--- config.mk ---
export PLATFORM = sky130hd
export DESIGN_NAME = acpi_ec_host_transaction_sequencer
export DESIGN_NICKNAME = d
export VERILOG_FILES = /design/src/hw/rtl/ecseq_pkg.sv /design/src/hw/rtl/ecseq_core.sv /design/src/hw/rtl/ecseq_outq.sv /design/src/hw/rtl/acpi_ec_host_transaction_sequencer.sv
export SDC_FILE = /design/constraint.sdc
export NUM_CORES = 1
export LEC_CHECK = 0
export BUFFER_PORTS_ARGS = -buffer_cell sky130_fd_sc_hd__clkbuf_2
export CORE_ASPECT_RATIO = 1.1
export CORE_MARGIN = 2
export CORE_UTILIZATION = 54
export DETAILED_ROUTE_END_ITERATION = 8
export PLACE_DENSITY = 0.81
export SLEW_MARGIN = 30
export SYNTH_ARGS = -nofsm -noshare
export SYNTH_HDL_FRONTEND = slang
export SYNTH_SLANG_ARGS = --single-unit
--- constraint.sdc ---
create_clock -name i_clk -period 3.77 [get_ports i_clk]
set_input_delay 0.1885 -clock i_clk [delete_from_list [all_inputs] [get_ports i_clk]]
set_output_delay 0.1885 -clock i_clk [all_outputs]
set_load 0.01 [all_outputs]
--- src/hw/rtl/ecseq_pkg.sv ---
// shared types, codes and result helpers for the ec host transaction sequencer
package ecseq_pkg;

    localparam int OQ_DEPTH = 4;

    localparam logic [15:0] POLL_LIMIT_RST = 16'd1000;

    localparam logic [7:0] IBF_MASK  = 8'h02;
    localparam logic [7:0] OBF_MASK  = 8'h01;
    localparam logic [7:0] CMD_PORT  = 8'h66;
    localparam logic [7:0] DATA_PORT = 8'h62;
    localparam logic [7:0] READ_CMD  = 8'h80;
    localparam logic [7:0] WRITE_CMD = 8'h81;

    typedef enum logic [1:0] {
        FUNC_READ   = 2'd0,
        FUNC_WRITE  = 2'd1,
        FUNC_ANSWER = 2'd2
    } t_func;

    typedef enum logic [1:0] {
        ACT_PORT_RD = 2'd0,
        ACT_PORT_WR = 2'd1,
        ACT_DONE    = 2'd2
    } t_action;

    typedef enum logic [2:0] {
        ST_OK         = 3'd0,
        ST_IN_TIMEOUT = 3'd1,
        ST_NO_DATA    = 3'd2,
        ST_FOREIGN    = 3'd3,
        ST_UNCLEAR    = 3'd4,
        ST_BUSY       = 3'd5
    } t_status;

    typedef enum logic [13:0] {
        PH_IDLE   = 14'b00000000000001,
        PH_R_IBC1 = 14'b00000000000010,
        PH_R_OBE  = 14'b00000000000100,
        PH_R_IBC2 = 14'b00000000001000,
        PH_R_OBF  = 14'b00000000010000,
        PH_R_DATA = 14'b00000000100000,
        PH_W_IBC1 = 14'b00000001000000,
        PH_W_OBE1 = 14'b00000010000000,
        PH_W_IBC2 = 14'b00000100000000,
        PH_W_OBE2 = 14'b00001000000000,
        PH_W_IBC3 = 14'b00010000000000,
        PH_W_OBE3 = 14'b00100000000000,
        PH_W_IBC4 = 14'b01000000000000,
        PH_W_OBE4 = 14'b10000000000000
    } t_phase;

    typedef struct packed {
        t_action     action;
        logic [7:0]  port_number;
        logic [7:0]  byte_value;
        t_status     status;
        logic        last;
    } t_result;

    // words produced by one accepted item, count is 0 to 2
    typedef struct packed {
        logic [1:0] count;
        t_result    w0;
        t_result    w1;
    } t_push;

    function automatic t_result f_result(t_action act, logic [7:0] port,
                                         logic [7:0] val, t_status st, logic lst);
        t_result r;
        r.action      = act;
        r.port_number = port;
        r.byte_value  = val;
        r.status      = st;
        r.last        = lst;
        return r;
    endfunction

endpackage

--- src/hw/rtl/ecseq_core.sv ---
// transaction state, poll counter and per-item step logic
module ecseq_core (
    input  logic               i_clk,
    input  logic               i_rst_n,
    input  logic               i_cfg_we,
    input  logic [15:0]        i_cfg_data,
    input  logic               i_step,
    input  logic [1:0]         i_func,
    input  logic [7:0]         i_reg_address,
    input  logic [7:0]         i_write_byte,
    input  logic [7:0]         i_port_answer,
    output ecseq_pkg::t_push   o_push
);
    import ecseq_pkg::*;

    logic [15:0] r_poll_limit;
    t_phase      r_phase,        n_phase;
    logic [15:0] r_poll_count,   n_poll_count;
    logic [7:0]  r_held_address, n_held_address;
    logic [7:0]  r_held_data,    n_held_data;
    logic        r_write_begun,  n_write_begun;

    logic [15:0] limit;
    logic [15:0] cnt_inc;
    logic        flag_ok;
    t_status     fail_st;
    t_phase      nxt;
    logic        wr_en;
    logic [7:0]  wr_port;
    logic [7:0]  wr_val;
    t_push       push;
    t_result     poll_word;

    assign limit     = (r_poll_limit == 16'd0) ? 16'd1 : r_poll_limit;
    assign cnt_inc   = (r_poll_count == 16'hFFFF) ? r_poll_count : r_poll_count + 16'd1;
    assign poll_word = f_result(ACT_PORT_RD, CMD_PORT, 8'd0, ST_OK, 1'b1);

    // which flag the current wait looks for
    always_comb begin
        case (r_phase)
            PH_R_IBC1, PH_R_IBC2, PH_W_IBC1, PH_W_IBC2, PH_W_IBC3, PH_W_IBC4: begin
                flag_ok = (i_port_answer & IBF_MASK) == 8'd0;
                fail_st = ST_IN_TIMEOUT;
            end
            PH_R_OBF: begin
                flag_ok = (i_port_answer & OBF_MASK) != 8'd0;
                fail_st = ST_NO_DATA;
            end
            default: begin
                flag_ok = (i_port_answer & OBF_MASK) == 8'd0;
                fail_st = ST_FOREIGN;
            end
        endcase
    end

    // successor phase and the optional port write that precedes the next poll
    always_comb begin
        nxt     = PH_IDLE;
        wr_en   = 1'b0;
        wr_port = CMD_PORT;
        wr_val  = 8'd0;
        case (r_phase)
            PH_R_IBC1: nxt = PH_R_OBE;
            PH_R_OBE: begin
                nxt    = PH_R_IBC2;
                wr_en  = 1'b1;
                wr_val = READ_CMD;
            end
            PH_R_IBC2: begin
                nxt     = PH_R_OBF;
                wr_en   = 1'b1;
                wr_port = DATA_PORT;
                wr_val  = r_held_address;
            end
            PH_W_IBC1: nxt = PH_W_OBE1;
            PH_W_OBE1: begin
                nxt    = PH_W_IBC2;
                wr_en  = 1'b1;
                wr_val = WRITE_CMD;
            end
            PH_W_IBC2: nxt = PH_W_OBE2;
            PH_W_OBE2: begin
                nxt     = PH_W_IBC3;
                wr_en   = 1'b1;
                wr_port = DATA_PORT;
                wr_val  = r_held_address;
            end
            PH_W_IBC3: nxt = PH_W_OBE3;
            PH_W_OBE3: begin
                nxt     = PH_W_IBC4;
                wr_en   = 1'b1;
                wr_port = DATA_PORT;
                wr_val  = r_held_data;
            end
            PH_W_IBC4: nxt = PH_W_OBE4;
            default:   nxt = PH_IDLE;
        endcase
    end

    always_comb begin
        n_phase        = r_phase;
        n_poll_count   = r_poll_count;
        n_held_address = r_held_address;
        n_held_data    = r_held_data;
        n_write_begun  = r_write_begun;
        push           = '0;
        if (i_step) begin
            if (i_func == FUNC_READ || i_func == FUNC_WRITE) begin
                push.count = 2'd1;
                if (r_phase != PH_IDLE) begin
                    push.w0 = f_result(ACT_DONE, 8'd0, 8'd0, ST_BUSY, 1'b1);
                end else begin
                    push.w0        = poll_word;
                    n_held_address = i_reg_address;
                    n_held_data    = (i_func == FUNC_WRITE) ? i_write_byte : 8'd0;
                    n_write_begun  = 1'b0;
                    n_poll_count   = 16'd0;
                    n_phase        = (i_func == FUNC_WRITE) ? PH_W_IBC1 : PH_R_IBC1;
                end
            end else if (i_func == FUNC_ANSWER && r_phase != PH_IDLE) begin
                push.count = 2'd1;
                if (r_phase == PH_R_DATA) begin
                    push.w0       = f_result(ACT_DONE, 8'd0, i_port_answer, ST_OK, 1'b1);
                    n_phase       = PH_IDLE;
                    n_poll_count  = 16'd0;
                    n_write_begun = 1'b0;
                end else if (!flag_ok) begin
                    if (cnt_inc >= limit) begin
                        push.w0 = f_result(ACT_DONE, 8'd0, 8'd0,
                                           r_write_begun ? ST_UNCLEAR : fail_st, 1'b1);
                        n_phase       = PH_IDLE;
                        n_poll_count  = 16'd0;
                        n_write_begun = 1'b0;
                    end else begin
                        push.w0      = poll_word;
                        n_poll_count = cnt_inc;
                    end
                end else if (r_phase == PH_W_OBE4) begin
                    push.w0       = f_result(ACT_DONE, 8'd0, 8'd0, ST_OK, 1'b1);
                    n_phase       = PH_IDLE;
                    n_poll_count  = 16'd0;
                    n_write_begun = 1'b0;
                end else if (r_phase == PH_R_OBF) begin
                    // output buffer full: fetch the data byte
                    push.w0      = f_result(ACT_PORT_RD, DATA_PORT, 8'd0, ST_OK, 1'b1);
                    n_phase      = PH_R_DATA;
                    n_poll_count = 16'd0;
                end else begin
                    n_phase      = nxt;
                    n_poll_count = 16'd0;
                    if (r_phase == PH_W_OBE1) begin
                        n_write_begun = 1'b1;
                    end
                    if (wr_en) begin
                        push.count = 2'd2;
                        push.w0    = f_result(ACT_PORT_WR, wr_port, wr_val, ST_OK, 1'b0);
                        push.w1    = poll_word;
                    end else begin
                        push.w0 = poll_word;
                    end
                end
            end
        end
    end

    always_ff @(posedge i_clk) begin
        if (!i_rst_n) begin
            r_poll_limit   <= POLL_LIMIT_RST;
            r_phase        <= PH_IDLE;
            r_poll_count   <= 16'd0;
            r_held_address <= 8'd0;
            r_held_data    <= 8'd0;
            r_write_begun  <= 1'b0;
        end else begin
            if (i_cfg_we) begin
                r_poll_limit <= i_cfg_data;
            end
            r_phase        <= n_phase;
            r_poll_count   <= n_poll_count;
            r_held_address <= n_held_address;
            r_held_data    <= n_held_data;
            r_write_begun  <= n_write_begun;
        end
    end

    assign o_push = push;

endmodule

--- src/hw/rtl/ecseq_outq.sv ---
// result queue, takes up to two words a cycle and hands out one
module ecseq_outq #(
    parameter int Depth = ecseq_pkg::OQ_DEPTH
) (
    input  logic                i_clk,
    input  logic                i_rst_n,
    input  ecseq_pkg::t_push    i_push,
    input  logic                i_pop,
    output ecseq_pkg::t_result  o_head,
    output logic                o_valid,
    output logic                o_room
);
    import ecseq_pkg::*;

    localparam int PtrW = (Depth > 1) ? $clog2(Depth) : 1;
    localparam int CntW = $clog2(Depth + 1);
    localparam logic [PtrW-1:0] LastIdx = PtrW'(Depth - 1);

    t_result         r_mem [Depth];
    logic [PtrW-1:0] r_wp,  n_wp;
    logic [PtrW-1:0] r_rp,  n_rp;
    logic [CntW-1:0] r_cnt, n_cnt;
    logic [PtrW-1:0] wp1;
    logic            pop_ok;

    function automatic logic [PtrW-1:0] f_inc(logic [PtrW-1:0] p);
        return (p == LastIdx) ? '0 : p + PtrW'(1);
    endfunction

    assign wp1    = f_inc(r_wp);
    assign pop_ok = i_pop && (r_cnt != '0);

    always_comb begin
        n_wp  = r_wp;
        n_rp  = r_rp;
        if (i_push.count == 2'd1) begin
            n_wp = wp1;
        end else if (i_push.count == 2'd2) begin
            n_wp = f_inc(wp1);
        end
        if (pop_ok) begin
            n_rp = f_inc(r_rp);
        end
        n_cnt = r_cnt + CntW'(i_push.count) - CntW'(pop_ok);
    end

    always_ff @(posedge i_clk) begin
        if (!i_rst_n) begin
            r_wp  <= '0;
            r_rp  <= '0;
            r_cnt <= '0;
        end else begin
            r_wp  <= n_wp;
            r_rp  <= n_rp;
            r_cnt <= n_cnt;
        end
    end

    always_ff @(posedge i_clk) begin
        if (i_push.count != 2'd0) begin
            r_mem[r_wp] <= i_push.w0;
        end
        if (i_push.count == 2'd2) begin
            r_mem[wp1] <= i_push.w1;
        end
    end

    assign o_head  = r_mem[r_rp];
    assign o_valid = (r_cnt != '0);
    // room for the two words one item can produce
    assign o_room  = (r_cnt <= CntW'(Depth - 2));

endmodule

--- src/hw/rtl/acpi_ec_host_transaction_sequencer.sv ---
// top level of the ec host transaction sequencer
//
// Runs the host side of one embedded-controller byte read or write. A request word
// (func read or write) starts a transaction; the block answers with port access
// words (read or write on command/status port 0x66 or data port 0x62), and every
// requested port read is answered by a later input word with func answer.
// A finished word carries the status and, for a good read, the data byte.
// The config channel writes the 16-bit poll limit (reset 1000, zero acts as one),
// the number of status reads allowed per wait; write it only while idle.
// Result words of an accepted item are registered in the queue, behind any earlier words.
// Throughput: one input word per cycle while the queue has room, if each yields one
// result word; an item that sends a port write plus the next poll makes two words,
// and the output side delivers one word per cycle while the receiver is ready.
// A small result queue sits between the sides: input is taken while it has room
// for two words, so a stalled receiver blocks input once fewer than two entries are free.
// Reset (synchronous, active low) clears the queue, returns to idle and restores
// the poll limit to 1000.
module acpi_ec_host_transaction_sequencer #(
    parameter int QueueDepth = ecseq_pkg::OQ_DEPTH
) (
    input  logic        i_clk,
    input  logic        i_rst_n,
    input  logic        i_cfg_valid,
    output logic        o_cfg_ready,
    input  logic [15:0] i_cfg_data,
    input  logic        i_in_valid,
    output logic        o_in_ready,
    input  logic [1:0]  i_func,
    input  logic [7:0]  i_reg_address,
    input  logic [7:0]  i_write_byte,
    input  logic [7:0]  i_port_answer,
    output logic        o_out_valid,
    input  logic        i_out_ready,
    output logic [1:0]  o_action,
    output logic [7:0]  o_port_number,
    output logic [7:0]  o_byte_value,
    output logic [2:0]  o_status,
    output logic        o_last
);
    import ecseq_pkg::*;

    t_push   push;
    t_result head;
    logic    room;
    logic    step;

    assign o_cfg_ready = 1'b1;
    assign o_in_ready  = room;
    assign step        = i_in_valid && room;

    ecseq_core u_core (
        .i_clk         (i_clk),
        .i_rst_n       (i_rst_n),
        .i_cfg_we      (i_cfg_valid),
        .i_cfg_data    (i_cfg_data),
        .i_step        (step),
        .i_func        (i_func),
        .i_reg_address (i_reg_address),
        .i_write_byte  (i_write_byte),
        .i_port_answer (i_port_answer),
        .o_push        (push)
    );

    ecseq_outq #(
        .Depth (QueueDepth)
    ) u_outq (
        .i_clk   (i_clk),
        .i_rst_n (i_rst_n),
        .i_push  (push),
        .i_pop   (i_out_ready),
        .o_head  (head),
        .o_valid (o_out_valid),
        .o_room  (room)
    );

    assign o_action      = head.action;
    assign o_port_number = head.port_number;
    assign o_byte_value  = head.byte_value;
    assign o_status      = head.status;
    assign o_last        = head.last;

    // words appear only for an accepted item
    a_push_needs_accept: assert property (@(posedge i_clk) disable iff (!i_rst_n)
        (push.count != 2'd0) |-> (i_in_valid && o_in_ready))
        else $error("result words produced without an accepted item");

    // a write-then-poll pair: only the second word closes the item
    a_pair_last: assert property (@(posedge i_clk) disable iff (!i_rst_n)
        (push.count == 2'd2) |-> (!push.w0.last && push.w1.last
                                  && push.w0.action == ACT_PORT_WR))
        else $error("bad last marking on a two-word item");

    // a finished word always closes its item
    a_done_last: assert property (@(posedge i_clk) disable iff (!i_rst_n)
        (o_out_valid && o_action == ACT_DONE) |-> o_last)
        else $error("finished word without last");

    // port accesses never carry a failure status
    a_port_status_ok: assert property (@(posedge i_clk) disable iff (!i_rst_n)
        (o_out_valid && o_action != ACT_DONE) |-> (o_status == ST_OK))
        else $error("port access word with nonzero status");

endmodule
==> flow_summary.json <==
{
  "vias": 6794,
  "syn_area_um2": 7230,
  "worstReg2RegEnd": "u_core.r_poll_count[15]",
  "multi_input_area_um2": 4280,
  "grt_pass1_vias": 6528,
  "pwr-share-comb": 0.157,
  "cts_buffers": 17,
  "post-route-worst-setup-slack_ns": 0.0993,
  "fillers": 938,
  "drive_gt1_frac": 0.267,
  "holdPathStages": 3,
  "dr.pass1.iters": 5,
  "wl_per_cell_um": 18.2,
  "worst_slew_pin_slew_ns": 0.878,
  "p_int_w": 0.00294,
  "critPathKind": "reg2reg",
  "die_area_um2": 14300,
  "boundaryPins": 72,
  "critPathSlowestCell": "or4b_4",
  "worst_ep_arrival_time_ns": 4.04,
  "hold_violations": 0,
  "grt_use_met1": 0.309,
  "rr_startpoint": "u_core.r_poll_count[4]",
  "regArea_um2": 2850,
  "powerDensity_nw_per_um2": 442,
  "synth_top_area_cell": "dfxtp_1",
  "period_needed_ns": 3.67,
  "cts_tree": "yes",
  "finalMaxSlewViolations": 0,
  "grt_first_pass_wirelength_um": 31200,
  "layout.nets": 994,
  "synth_top_cells_by_area": "dfxtp_1 34%, nand2_1 5.4%, ha_1 5.2%, edfxtp_1 5.0%, mux4_2 5.0%",
  "peakVddDrop_v": 0.000282,
  "path_max_fanout": 5,
  "floorplan.initialDensity": 0.549,
  "place.detailed.hpwl_um": 13600,
  "syn2layout_area_growth_pct": 26.0,
  "synth_edf_count": 12,
  "endpoint_kind": "flop",
  "rows": 44,
  "crit_required_ns": 4.14,
  "wl_um": 19900,
  "max_cap_viol_count": 0,
  "portBuffers": 66,
  "antenna_cells": 0,
  "gr-usage-all-layers": 0.276,
  "gp_congestion": 0.952,
  "power.share.clock": 0.444,
  "switching_power_w": 0.00109,
  "clk_latency_ns": 0.43,
  "ys_types": 68,
  "synth_mux_area_frac": 0.0894,
  "ant_nets": 0,
  "seq_area_frac_synth": 0.393,
  "place_inst": 1037,
  "vias_per_cell": 6.24,
  "cp-start-kind": "flop",
  "synthArstFlopShare": 0,
  "grt-ovfl-total": 0,
  "die_h_um": 125,
  "post-route-period-util": 0.974,
  "crit_chain": "and4_4, nand3_2, or3_4, buf_4, xnor2_2, ha_1, nand2b_1, a2111o_1, a31oi_1, a31oi_2, or3b_4, or4b_4, a21oi_2",
  "use_met3": 0.0557,
  "outcome": "finished, final reports clean",
  "clk_pin_slew_ns": 0.06,
  "synth_fa_ha_area_frac": 0.0547,
  "yosysWarningCount": 0,
  "drt_iter0_drc": 601,
  "syn_inst": 803,
  "final_cell_mix": "120 x dfxtp_1, 96 x nand2_1, 66 x clkbuf_2, 53 x buf_4, 38 x nor2_1",
  "busiest_layer": "met2",
  "place_ws_ns": -0.0373,
  "clock-root-buffer": "clkbuf_16",
  "worstHoldPathType": "in2reg",
  "cts.sinks": 136,
  "coreArea_um2": 13200,
  "synth_top_family_by_area": "simple AND/OR/NAND/NOR gates",
  "cts_max_level": 4,
  "fin_skew_ns": 0.0111,
  "final_common_cell": "dfxtp_1",
  "grt_max_degree": 45,
  "met2_usage": 0.484,
  "netlist.area_leader.share": 0.344,
  "die_w_um": 114,
  "switching_share": 0.270,
  "worstHoldEndpoint": "u_core.r_poll_limit[1]",
  "instances_no_fill": 1089,
  "antenna_found_initial": 0,
  "min_from": "i_cfg_data[1]",
  "r2r_slack_ns": 0.1,
  "setup_violations": 0,
  "synth_xor_area_frac": 0.0206,
  "synthFlopType": "dfxtp_1",
  "critPathMaxStageDelay_ns": 0.50,
  "yosys.area_share.simple": 0.212,
  "power.leakage_nw": 3.76,
  "synth_compound_area_frac": 0.178,
  "ys_seq_elements": 136,
  "p_seq_frac": 0.399,
  "drc": 0,
  "syn_area_per_cell_um2": 9.00,
  "clockBufferDepth": 2,
  "fmax_ghz": 0.272,
  "max_slew_margin": 0.415,
  "ff2ff_path_depth": 13
}
==> metal layers <==
| metal | part of all wire | vias up |
|---|---|---|
| met5 | 0 | - |
| met4 | 0.041 | 0 |
| met3 | 0.063 | 76 |
| met2 | 0.52 | 318 |
| met1 | 0.38 | 3231 |
| li1 | - | 3169 |
==> synth_stat cells (8+ instances only) <==
master / count
a22o_1: 9
clkbuf_1: 37
mux2i_1: 24
nand2_1: 103
a31oi_1: 9
and2_1: 12
nand4_1: 11
nor2b_1: 8
inv_1: 33
o21ai_1: 10
mux4_2: 16
xor2_1: 9
ha_1: 30
dfxtp_1: 124
nor2_1: 42
o31ai_1: 8
nor3_1: 20
xnor2_1: 8
nand3_1: 26
a21oi_1: 37
nor4_1: 12
edfxtp_1: 12
a22oi_1: 39
o21ai_0: 41
==> cell type report <==
cell class | count | area share
multi-input combinational | 584 | 0.470
timing repair buffer | 144 | 0.112
clock inverter | 12 | 0.0206
tap | 161 | 0.0221
clock buffer | 19 | 0.0487
sequential | 136 | 0.313
inverter | 33 | 0.0136
==> per-stage QoR <==
stage          hold slack, ns   util  instance area, um2  setup TNS (ns)  power (W)
6_report              0.00630  0.692                9100               0    0.00403
5_1_grt               0.00192  0.692                9100          -0.130    0.00417
4_1_cts             0.0000459  0.685                9010               0    0.00403
3_5_place_dp            0.412  0.622                8180         -0.0373    0.00224
3_3_place_gp            0.403  0.622                8180               0    0.00222
2_1_floorplan           0.303      -                7470           -1.17    0.00205
==> worst max path at each step <==
stage / end / depth (start not counted) / from / slack, ns
after floorplan: u_outq.r_cnt[1] / 12 / u_core.r_phase[12] / -0.06
after global placement: u_core.r_poll_count[15] / 14 / u_core.r_poll_count[6] / 0.06
after detailed placement: u_core.r_poll_count[15] / 14 / u_core.r_poll_count[6] / -0.04
after CTS: u_outq.r_mem[1][10] / 13 / u_core.r_phase[12] / 0.04
after global routing: u_core.r_poll_count[15] / 13 / u_core.r_poll_count[0] / -0.04
final: u_core.r_poll_count[15] / 13 / u_core.r_poll_count[4] / 0.1
==> sequential cells by signal, summed over array words and instances, names as in the netlist, named ones only <==
name,flops
u_outq.r_mem,64
u_core.r_poll_count,16
u_core.r_poll_limit,16
u_core.r_phase,14
u_core.r_held_address,8
u_core.r_held_data,8
u_outq.r_cnt,3
u_outq.r_rp,2
u_outq.r_wp,2
u_core.r_write_begun,1
==> power groups by stage <==
stage          Combinational, W  Sequential, W  Clock, W
4_1_cts                0.000621        0.00161   0.00180
5_1_grt                0.000686        0.00162   0.00186
3_3_place_gp           0.000586        0.00163         0
2_1_floorplan          0.000464        0.00158         0
6_report               0.000631        0.00161   0.00179
3_5_place_dp           0.000599        0.00164         0
==> kinds of logic after synthesis <==
| logic type | after synthesis |
|---|---|
| other | 2 |
| AO/OA/AOI/OAI | 195 |
| AND/OR/NAND/NOR | 292 |
| flip-flops | 136 |
| buffers and inverters | 86 |
| XOR/XNOR | 17 |
| adder cells (fa/ha/maj) | 31 |
| multiplexers | 44 |
==> critical path, delay by kind of cell (launching register included) <==
| kind | cells | cell delay [ns] |
|---|---|---|
| fa+ha+maj | 1 | 0.28 |
| xor+xnor | 1 | 0.13 |
| flops | 1 | 0.34 |
| simple gates | 6 | 1.79 |
| buf+inv | 1 | 0.16 |
| compound gates | 4 | 0.89 |
==> what timing repair did <==
| action | in CTS | in global routing |
|---|---|---|
| hold endpoints to repair | 20 | 0 |
| resized for setup | 1 | 21 |
| pin swaps | 0 | 9 |
| setup buffers | 0 | 1 |
| setup endpoints to repair | 1 | 74 |
| hold buffers | 20 | 0 |
Power figures use the tool's default switching activity.
